File: src/rtl/core/bcd_pkg.sv
// Bumper contact detector package: shared widths, config indices and the
// per-foot result type. No dependencies.
`timescale 1ns / 1ps

package bcd_pkg;

  // Sliding window length in frames (1 to 64)
  localparam int unsigned WINDOW = 8;

  localparam int unsigned SumW   = $clog2(WINDOW + 1);
  localparam int unsigned ThrW   = 4;
  localparam int unsigned CmpW   = (SumW > ThrW) ? SumW : ThrW;
  localparam int unsigned CntW   = 16;
  localparam int unsigned TimeW  = 32;
  localparam int unsigned IdxW   = 8;
  localparam int unsigned DataW  = 16;

  localparam logic [CntW-1:0] CntMax = {CntW{1'b1}};

  // Configuration register indices
  typedef enum logic [IdxW-1:0] {
    CfgThreshold   = 8'd0,
    CfgMalfLimit   = 8'd1,
    CfgLeftDefect  = 8'd2,
    CfgRightDefect = 8'd3
  } cfg_idx_e;

  // Reset values of the configuration registers
  localparam logic [ThrW-1:0] ThresholdRst = 4'd2;
  localparam logic [CntW-1:0] MalfLimitRst = 16'd200;

  // One foot's part of a result item
  typedef struct packed {
    logic             contact;
    logic [CntW-1:0]  duration;
    logic [TimeW-1:0] last_time;
  } foot_res_t;

endpackage

File: src/rtl/core/bcd_bumper.sv
// Bumper press counter with malfunction cut-off and defect masking.
// Depends on bcd_pkg.
`timescale 1ns / 1ps

module bcd_bumper (
  input  logic                    clk_i,
  input  logic                    rst_ni,
  input  logic                    advance_i,
  input  logic                    defect_i,
  input  logic                    pressed_i,
  input  logic [bcd_pkg::CntW-1:0] limit_i,
  output logic                    touch_o
);
  import bcd_pkg::*;

  logic [CntW-1:0] count_q;
  logic [CntW-1:0] count_d;

  // Count consecutive pressed frames, saturating; clear on release
  always_comb begin
    if (!pressed_i) begin
      count_d = '0;
    end else if (count_q == CntMax) begin
      count_d = count_q;
    end else begin
      count_d = count_q + CntW'(1);
    end
  end

  assign touch_o = !defect_i && pressed_i && (count_d < limit_i);

  // Freeze the counter while the foot is marked defective
  always_ff @(posedge clk_i or negedge rst_ni) begin
    if (!rst_ni) begin
      count_q <= '0;
    end else if (advance_i && !defect_i) begin
      count_q <= count_d;
    end
  end

endmodule

File: src/rtl/core/bcd_foot.sv
// Per-foot contact window, window sum, run length and last contact time.
// Depends on bcd_pkg.
`timescale 1ns / 1ps

module bcd_foot (
  input  logic                     clk_i,
  input  logic                     rst_ni,
  input  logic                     advance_i,
  input  logic                     touch_i,
  input  logic                     gates_i,
  input  logic [bcd_pkg::ThrW-1:0]  threshold_i,
  input  logic [bcd_pkg::TimeW-1:0] now_i,
  output bcd_pkg::foot_res_t       res_o
);
  import bcd_pkg::*;

  logic [WINDOW-1:0] win_q, win_d;
  logic [SumW-1:0]   sum_q, sum_d;
  logic [CntW-1:0]   run_q, run_d;
  logic [TimeW-1:0]  last_q, last_d;
  logic              contact;

  // Shift the touch bit in and keep the population count in step
  assign win_d = WINDOW'({win_q, touch_i});
  assign sum_d = sum_q - SumW'(win_q[WINDOW-1]) + SumW'(touch_i);

  // Run length of consecutive touching frames, saturating
  always_comb begin
    if (!touch_i) begin
      run_d = '0;
    end else if (run_q == CntMax) begin
      run_d = run_q;
    end else begin
      run_d = run_q + CntW'(1);
    end
  end

  assign contact = gates_i && (CmpW'(sum_d) > CmpW'(threshold_i));
  assign last_d  = contact ? now_i : last_q;

  assign res_o.contact   = contact;
  assign res_o.duration  = contact ? run_d : '0;
  assign res_o.last_time = last_d;

  // Advance the foot state once per item
  always_ff @(posedge clk_i or negedge rst_ni) begin
    if (!rst_ni) begin
      win_q  <= '0;
      sum_q  <= '0;
      run_q  <= '0;
      last_q <= '0;
    end else if (advance_i) begin
      win_q  <= win_d;
      sum_q  <= sum_d;
      run_q  <= run_d;
      last_q <= last_d;
    end
  end

endmodule

File: src/rtl/core/bumper_contact_detector_unit.sv
// Bumper contact detector top level: input register, four bumper counters,
// two foot windows and a result register. Depends on bcd_pkg, bcd_bumper, bcd_foot.
// Flow: an accepted item is held in the input register and then moves on into the result
// register, from which it is taken; a stalled result register holds it back.
// Throughput: one item per cycle; both registers advance together when the
// result register is empty or being taken. Reset (async, active low) clears
// all counters, windows and valid flags and loads the register defaults.
`timescale 1ns / 1ps

module bumper_contact_detector_unit (
  input  logic                      clk_i,
  input  logic                      rst_ni,
  // Configuration write channel
  input  logic                      cfg_valid_i,
  output logic                      cfg_ready_o,
  input  logic [bcd_pkg::IdxW-1:0]  cfg_index_i,
  input  logic [bcd_pkg::DataW-1:0] cfg_data_i,
  // Input channel
  input  logic                      in_valid_i,
  output logic                      in_stall_o,
  input  logic                      left_foot_left_i,
  input  logic                      left_foot_right_i,
  input  logic                      right_foot_left_i,
  input  logic                      right_foot_right_i,
  input  logic                      motion_ok_i,
  input  logic                      phase_ok_i,
  input  logic                      upright_i,
  input  logic [bcd_pkg::TimeW-1:0] frame_time_i,
  // Output channel
  output logic                      out_valid_o,
  input  logic                      out_stall_i,
  output logic                      contact_left_o,
  output logic                      contact_right_o,
  output logic [bcd_pkg::CntW-1:0]  duration_left_o,
  output logic [bcd_pkg::CntW-1:0]  duration_right_o,
  output logic [bcd_pkg::TimeW-1:0] last_time_left_o,
  output logic [bcd_pkg::TimeW-1:0] last_time_right_o
);
  import bcd_pkg::*;

  logic [ThrW-1:0]  threshold_q;
  logic [CntW-1:0]  malf_limit_q;
  logic             left_defect_q;
  logic             right_defect_q;

  logic             s1_valid_q;
  logic [3:0]       pressed_q;
  logic             gates_q;
  logic [TimeW-1:0] time_q;

  logic             s1_move;
  logic             in_accept;
  logic [3:0]       touch;
  foot_res_t        left_res, right_res;
  foot_res_t        left_q, right_q;

  // Configuration registers, always ready
  assign cfg_ready_o = 1'b1;

  always_ff @(posedge clk_i or negedge rst_ni) begin
    if (!rst_ni) begin
      threshold_q    <= ThresholdRst;
      malf_limit_q   <= MalfLimitRst;
      left_defect_q  <= 1'b0;
      right_defect_q <= 1'b0;
    end else if (cfg_valid_i && cfg_ready_o) begin
      unique case (cfg_index_i)
        CfgThreshold:   threshold_q    <= cfg_data_i[ThrW-1:0];
        CfgMalfLimit:   malf_limit_q   <= cfg_data_i[CntW-1:0];
        CfgLeftDefect:  left_defect_q  <= cfg_data_i[0];
        CfgRightDefect: right_defect_q <= cfg_data_i[0];
        default:        ;
      endcase
    end
  end

  // Pipeline flow: advance when the result slot is free or being taken
  assign s1_move    = s1_valid_q && (!out_valid_o || !out_stall_i);
  assign in_stall_o = s1_valid_q && !s1_move;
  assign in_accept  = in_valid_i && !in_stall_o;

  // Input register
  always_ff @(posedge clk_i or negedge rst_ni) begin
    if (!rst_ni) begin
      s1_valid_q <= 1'b0;
    end else if (!in_stall_o) begin
      s1_valid_q <= in_valid_i;
    end
  end

  always_ff @(posedge clk_i) begin
    if (in_accept) begin
      pressed_q <= {right_foot_right_i, right_foot_left_i,
                    left_foot_right_i, left_foot_left_i};
      gates_q   <= motion_ok_i && phase_ok_i && upright_i;
      time_q    <= frame_time_i;
    end
  end

  // Bumper counters
  for (genvar b = 0; b < 4; b++) begin : g_bumper
    bcd_bumper u_bumper (
      .clk_i     (clk_i),
      .rst_ni    (rst_ni),
      .advance_i (s1_move),
      .defect_i  ((b < 2) ? left_defect_q : right_defect_q),
      .pressed_i (pressed_q[b]),
      .limit_i   (malf_limit_q),
      .touch_o   (touch[b])
    );
  end

  // Foot windows
  bcd_foot u_foot_left (
    .clk_i       (clk_i),
    .rst_ni      (rst_ni),
    .advance_i   (s1_move),
    .touch_i     (touch[0] || touch[1]),
    .gates_i     (gates_q),
    .threshold_i (threshold_q),
    .now_i       (time_q),
    .res_o       (left_res)
  );

  bcd_foot u_foot_right (
    .clk_i       (clk_i),
    .rst_ni      (rst_ni),
    .advance_i   (s1_move),
    .touch_i     (touch[2] || touch[3]),
    .gates_i     (gates_q),
    .threshold_i (threshold_q),
    .now_i       (time_q),
    .res_o       (right_res)
  );

  // Result register
  always_ff @(posedge clk_i or negedge rst_ni) begin
    if (!rst_ni) begin
      out_valid_o <= 1'b0;
    end else if (!out_valid_o || !out_stall_i) begin
      out_valid_o <= s1_valid_q;
    end
  end

  always_ff @(posedge clk_i) begin
    if (s1_move) begin
      left_q  <= left_res;
      right_q <= right_res;
    end
  end

  assign contact_left_o    = left_q.contact;
  assign contact_right_o   = right_q.contact;
  assign duration_left_o   = left_q.duration;
  assign duration_right_o  = right_q.duration;
  assign last_time_left_o  = left_q.last_time;
  assign last_time_right_o = right_q.last_time;

`ifndef NO_ASSERTIONS
  // An empty input register never holds off the source
  a_no_idle_stall: assert property (@(posedge clk_i) disable iff (!rst_ni)
    !s1_valid_q |-> !in_stall_o)
    else $error("input stalled with empty input register");

  // A pending item reaches an empty result slot on the next edge
  a_fill_result: assert property (@(posedge clk_i) disable iff (!rst_ni)
    s1_valid_q && !out_valid_o |=> out_valid_o)
    else $error("item lost between input and result register");

  // No contact means no duration
  a_dur_left: assert property (@(posedge clk_i) disable iff (!rst_ni)
    out_valid_o && !contact_left_o |-> duration_left_o == '0)
    else $error("left duration without contact");

  a_dur_right: assert property (@(posedge clk_i) disable iff (!rst_ni)
    out_valid_o && !contact_right_o |-> duration_right_o == '0)
    else $error("right duration without contact");
`endif

endmodule

File: config.mk
export PLATFORM = sky130hd
export DESIGN_NAME = bumper_contact_detector_unit
export DESIGN_NICKNAME = d
export VERILOG_FILES = /design/src/rtl/core/bcd_pkg.sv /design/src/rtl/core/bcd_bumper.sv /design/src/rtl/core/bcd_foot.sv /design/src/rtl/core/bumper_contact_detector_unit.sv
export SDC_FILE = /design/constraint.sdc
export NUM_CORES = 1
export LEC_CHECK = 0
export BUFFER_PORTS_ARGS = -buffer_cell sky130_fd_sc_hd__buf_2
export CORE_ASPECT_RATIO = 0.5
export CORE_MARGIN = 2
export CORE_UTILIZATION = 55
export DETAILED_ROUTE_END_ITERATION = 12
export PLACE_DENSITY = 0.82
export SETUP_SLACK_MARGIN = 0.5
export SYNTH_ARGS = -nofsm -noshare
export SYNTH_HDL_FRONTEND = slang
export SYNTH_SLANG_ARGS = --single-unit
export TNS_END_PERCENT = 1
File: constraint.sdc
create_clock -name clk_i -period 7.3 [get_ports clk_i]
set_input_delay 0 -clock clk_i [delete_from_list [all_inputs] [get_ports clk_i]]
set_output_delay 0 -clock clk_i [all_outputs]
set_load 0.1 [all_outputs]
==> results.json <==
{
  "synthDistinctLibCells": 77,
  "cp_top_family": "adder cells",
  "core-area_sq_um": 31800,
  "crit_path_end_kind": "flop",
  "p_seq_frac": 0.379,
  "netlist_top_cells_area": "dfrtp_1, edfxtp_1, mux2_2",
  "die_area_sq_um": 33900,
  "power_density_nw_per_um2": 336,
  "htree_levels": 1,
  "routed_wl_microns": 41100,
  "die_h_microns": 131,
  "p_int_uw": 4380,
  "min_path_type": "primary input to flop",
  "p_leak_uw": 0.00946,
  "grt_pass1_wl_microns": 66000,
  "synth_area_sq_um": 17800,
  "slowest_stage": "a211oi_2",
  "syn_to_final_growth_pct": 18.1,
  "drtPass1Iterations": 6,
  "drv_slew": 0,
  "final_cell_mix": "nand2_1, dfrtp_1, buf_2",
  "crit_top_cell": "ha_1",
  "nFillCells": 2316,
  "grt_remaining_overflow": 0,
  "synthFlopType": "dfrtp_1",
  "wl_per_cell_microns": 17.8,
  "place_ws_ns": 0.653,
  "setup_tns_ns": 0,
  "via_per_inst": 5.74,
  "drc": 0,
  "path_clk_slew_ns": 0.07,
  "first_global_vias": 13000,
  "arrival_ns": 7.20,
  "synth_top_area_share": 0.287,
  "layout_commonest_cell": "nand2_1",
  "path_class": "flop to flop",
  "synth.net_count": 1800,
  "final_area_sq_um": 21000,
  "gp_congestion": 0.918,
  "fin_skew_ns": 0.0124,
  "vdd.ir_drop.worst_uv": 219,
  "start_util": 0.560,
  "antenna_found_initial": 0,
  "ys_warn_count": 0,
  "synth_seq_area_share": 0.521,
  "drtIter0Drc": 1373,
  "yosysTopAreaCell": "dfrtp_1",
  "vias": 13200,
  "synth_edf_count": 135,
  "cts-root-buf": "clkbuf_16",
  "ios": 169,
  "max_clock_freq_mhz": 149,
  "max_cap_violations": 0,
  "hpwl_microns": 25600,
  "track_usage": 0.237,
  "ys_ff_latch": 343,
  "outcome": "finished, final reports clean",
  "place_area_sq_um": 18900,
  "clock_power_share": 0.281,
  "drtAntennaViolNets": 0,
  "critPathBufInv": 4,
  "cts_buffer_depth": 3,
  "finalCritPeriodShare": 0.921,
  "cts_tree": "done",
  "rows": 46,
  "start_kind": "flop",
  "avgSynthCellArea_sq_um": 10.8,
  "slew_headroom": 0.346,
  "drive_gt1_frac": 0.226,
  "worstPathRequired_ns": 7.78,
  "numCtsBuffers": 31,
  "grt_max_degree": 83,
  "ys_async_sr_fraction": 0.606,
  "rsz0062_at_grt": "yes",
  "min_period_ns": 6.72,
  "dieWidth_microns": 258,
  "hold_viol": 0,
  "layout.nets": 2002,
  "tightestPinTransition_ns": 0.981,
  "synthCells": 1648,
  "setup_viol": 0,
  "power_frac_comb": 0.341,
  "slowest_delay_ns": 0.52,
  "cp_max_fo": 34,
  "swShare": 0.379,
  "p_switching_uw": 2670,
  "antenna_cells": 0,
  "io_buffers": 167,
  "setup_slack_ns": 0.578,
  "clk_latency_ns": 0.59,
  "clock-sinks": 343
}
## power groups by stage
| stage | Sequential, uW | Clock [uW] | Combinational [uW] |
|---|---|---|---|
| after floorplan | 3450 | 0 | 1100 |
| after global placement | 2680 | 0 | 2230 |
| after detailed placement | 2700 | 0 | 2310 |
| after CTS | 2670 | 2000 | 2360 |
| after global routing | 2710 | 2080 | 2590 |
| final | 2670 | 1980 | 2400 |
## area by class of cell
cell class / count / area [sq um] / area share
well taps: 432 / 541 / 0.0257
multi-input cells: 1171 / 8060 / 0.384
repair buffers: 254 / 1700 / 0.0807
clock inverters: 24 / 419 / 0.0200
inverters: 49 / 196 / 0.00935
flip-flops and latches: 343 / 9270 / 0.441
clock buffers: 34 / 828 / 0.0394
## through the flow
stage	instances	total power, uW	utilization	hold WS [ns]
2_1_floorplan	1648	4550	-	-0.296
3_3_place_gp	2173	4920	0.596	0.0312
3_5_place_dp	2173	5010	0.596	0.0350
4_1_cts	2302	7030	0.658	0.0912
5_1_grt	2307	7380	0.661	0.109
6_report	2307	7060	0.661	0.120
## sequential cells by signal (all words and copies together) (netlist names), 4 cells and up
signal	flops
u_foot_left.run_q	16
u_foot_left.last_q	32
u_foot_right.win_q	8
last_time_right_o	32
malf_limit_q	16
u_foot_left.sum_q	4
duration_left_o	16
threshold_q	4
u_foot_right.run_q	16
last_time_left_o	32
g_bumper.u_bumper.count_q	64
duration_right_o	16
pressed_q	4
u_foot_right.last_q	32
time_q	32
u_foot_left.win_q	8
u_foot_right.sum_q	4
## synth_stat cells (15+ instances only)
cell and count:
xnor2_1 32, and3_1 25, a21oi_1 63, a21o_1 15
clkbuf_1 52, mux2_2 140, nand2_1 255, mux2i_1 17
nand4_1 36, a22o_1 40, and2_1 26, nor3_1 23
nand3_1 36, edfxtp_1 135, o21ai_0 71, buf_2 19
inv_1 47, dfrtp_1 204, ha_1 82, xor2_1 36
nor2_1 122
## per-layer routing
metal,GRT usage,vias to the layer above,part of all wire
met5,0,-,0
met4,0.0639,0,0.031
met3,0.0328,112,0.048
met2,0.403,384,0.49
met1,0.319,6447,0.43
li1,-,6303,-
## repair_timing
item,4_1_cts,5_1_grt
gates resized for setup,0,14
buffers inserted,0,5
hold endpoints to repair,142,0
setup endpoints to repair,0,160
hold buffers,71,0
## logic make-up after synthesis
logic type	count (synthesis)	share of synthesized area
compound gates	263	0.0977
xor+xnor	69	0.0344
fa+ha+maj	84	0.0599
buf+inv	134	0.0307
flops	343	0.521
mux	157	0.0982
other cells	1	0.000211
simple gates	597	0.158
## final timing paths
| path | slack, ns | startpoint | depth (start not counted) | to |
|---|---|---|---|---|
| setup / recovery | 0.58 | g_bumper[3].u_bumper.count_q[0]$_DFFE_PN0P_ | 28 | u_foot_right.last_q[16]$_DFFE_PN0P_ |
| hold / removal | 0.12 | frame_time_i[23] | 2 | time_q[23]$_DFFE_PP_ |
| setup reg to reg | 0.58 | g_bumper[3].u_bumper.count_q[0]$_DFFE_PN0P_ | 28 | u_foot_right.last_q[16]$_DFFE_PN0P_ |
| hold reg to reg | 0.46 | u_foot_right.win_q[3]$_DFFE_PN0P_ | 2 | u_foot_right.win_q[4]$_DFFE_PN0P_ |
| max in group asynchronous | 5.30 | rst_ni | 4 | u_foot_left.last_q[15]$_DFFE_PN0P_ |
| min in group asynchronous | 0.50 | rst_ni | 3 | g_bumper[0].u_bumper.count_q[3]$_DFFE_PN0P_ |
Note: power is estimated with default switching activity, not from simulation.
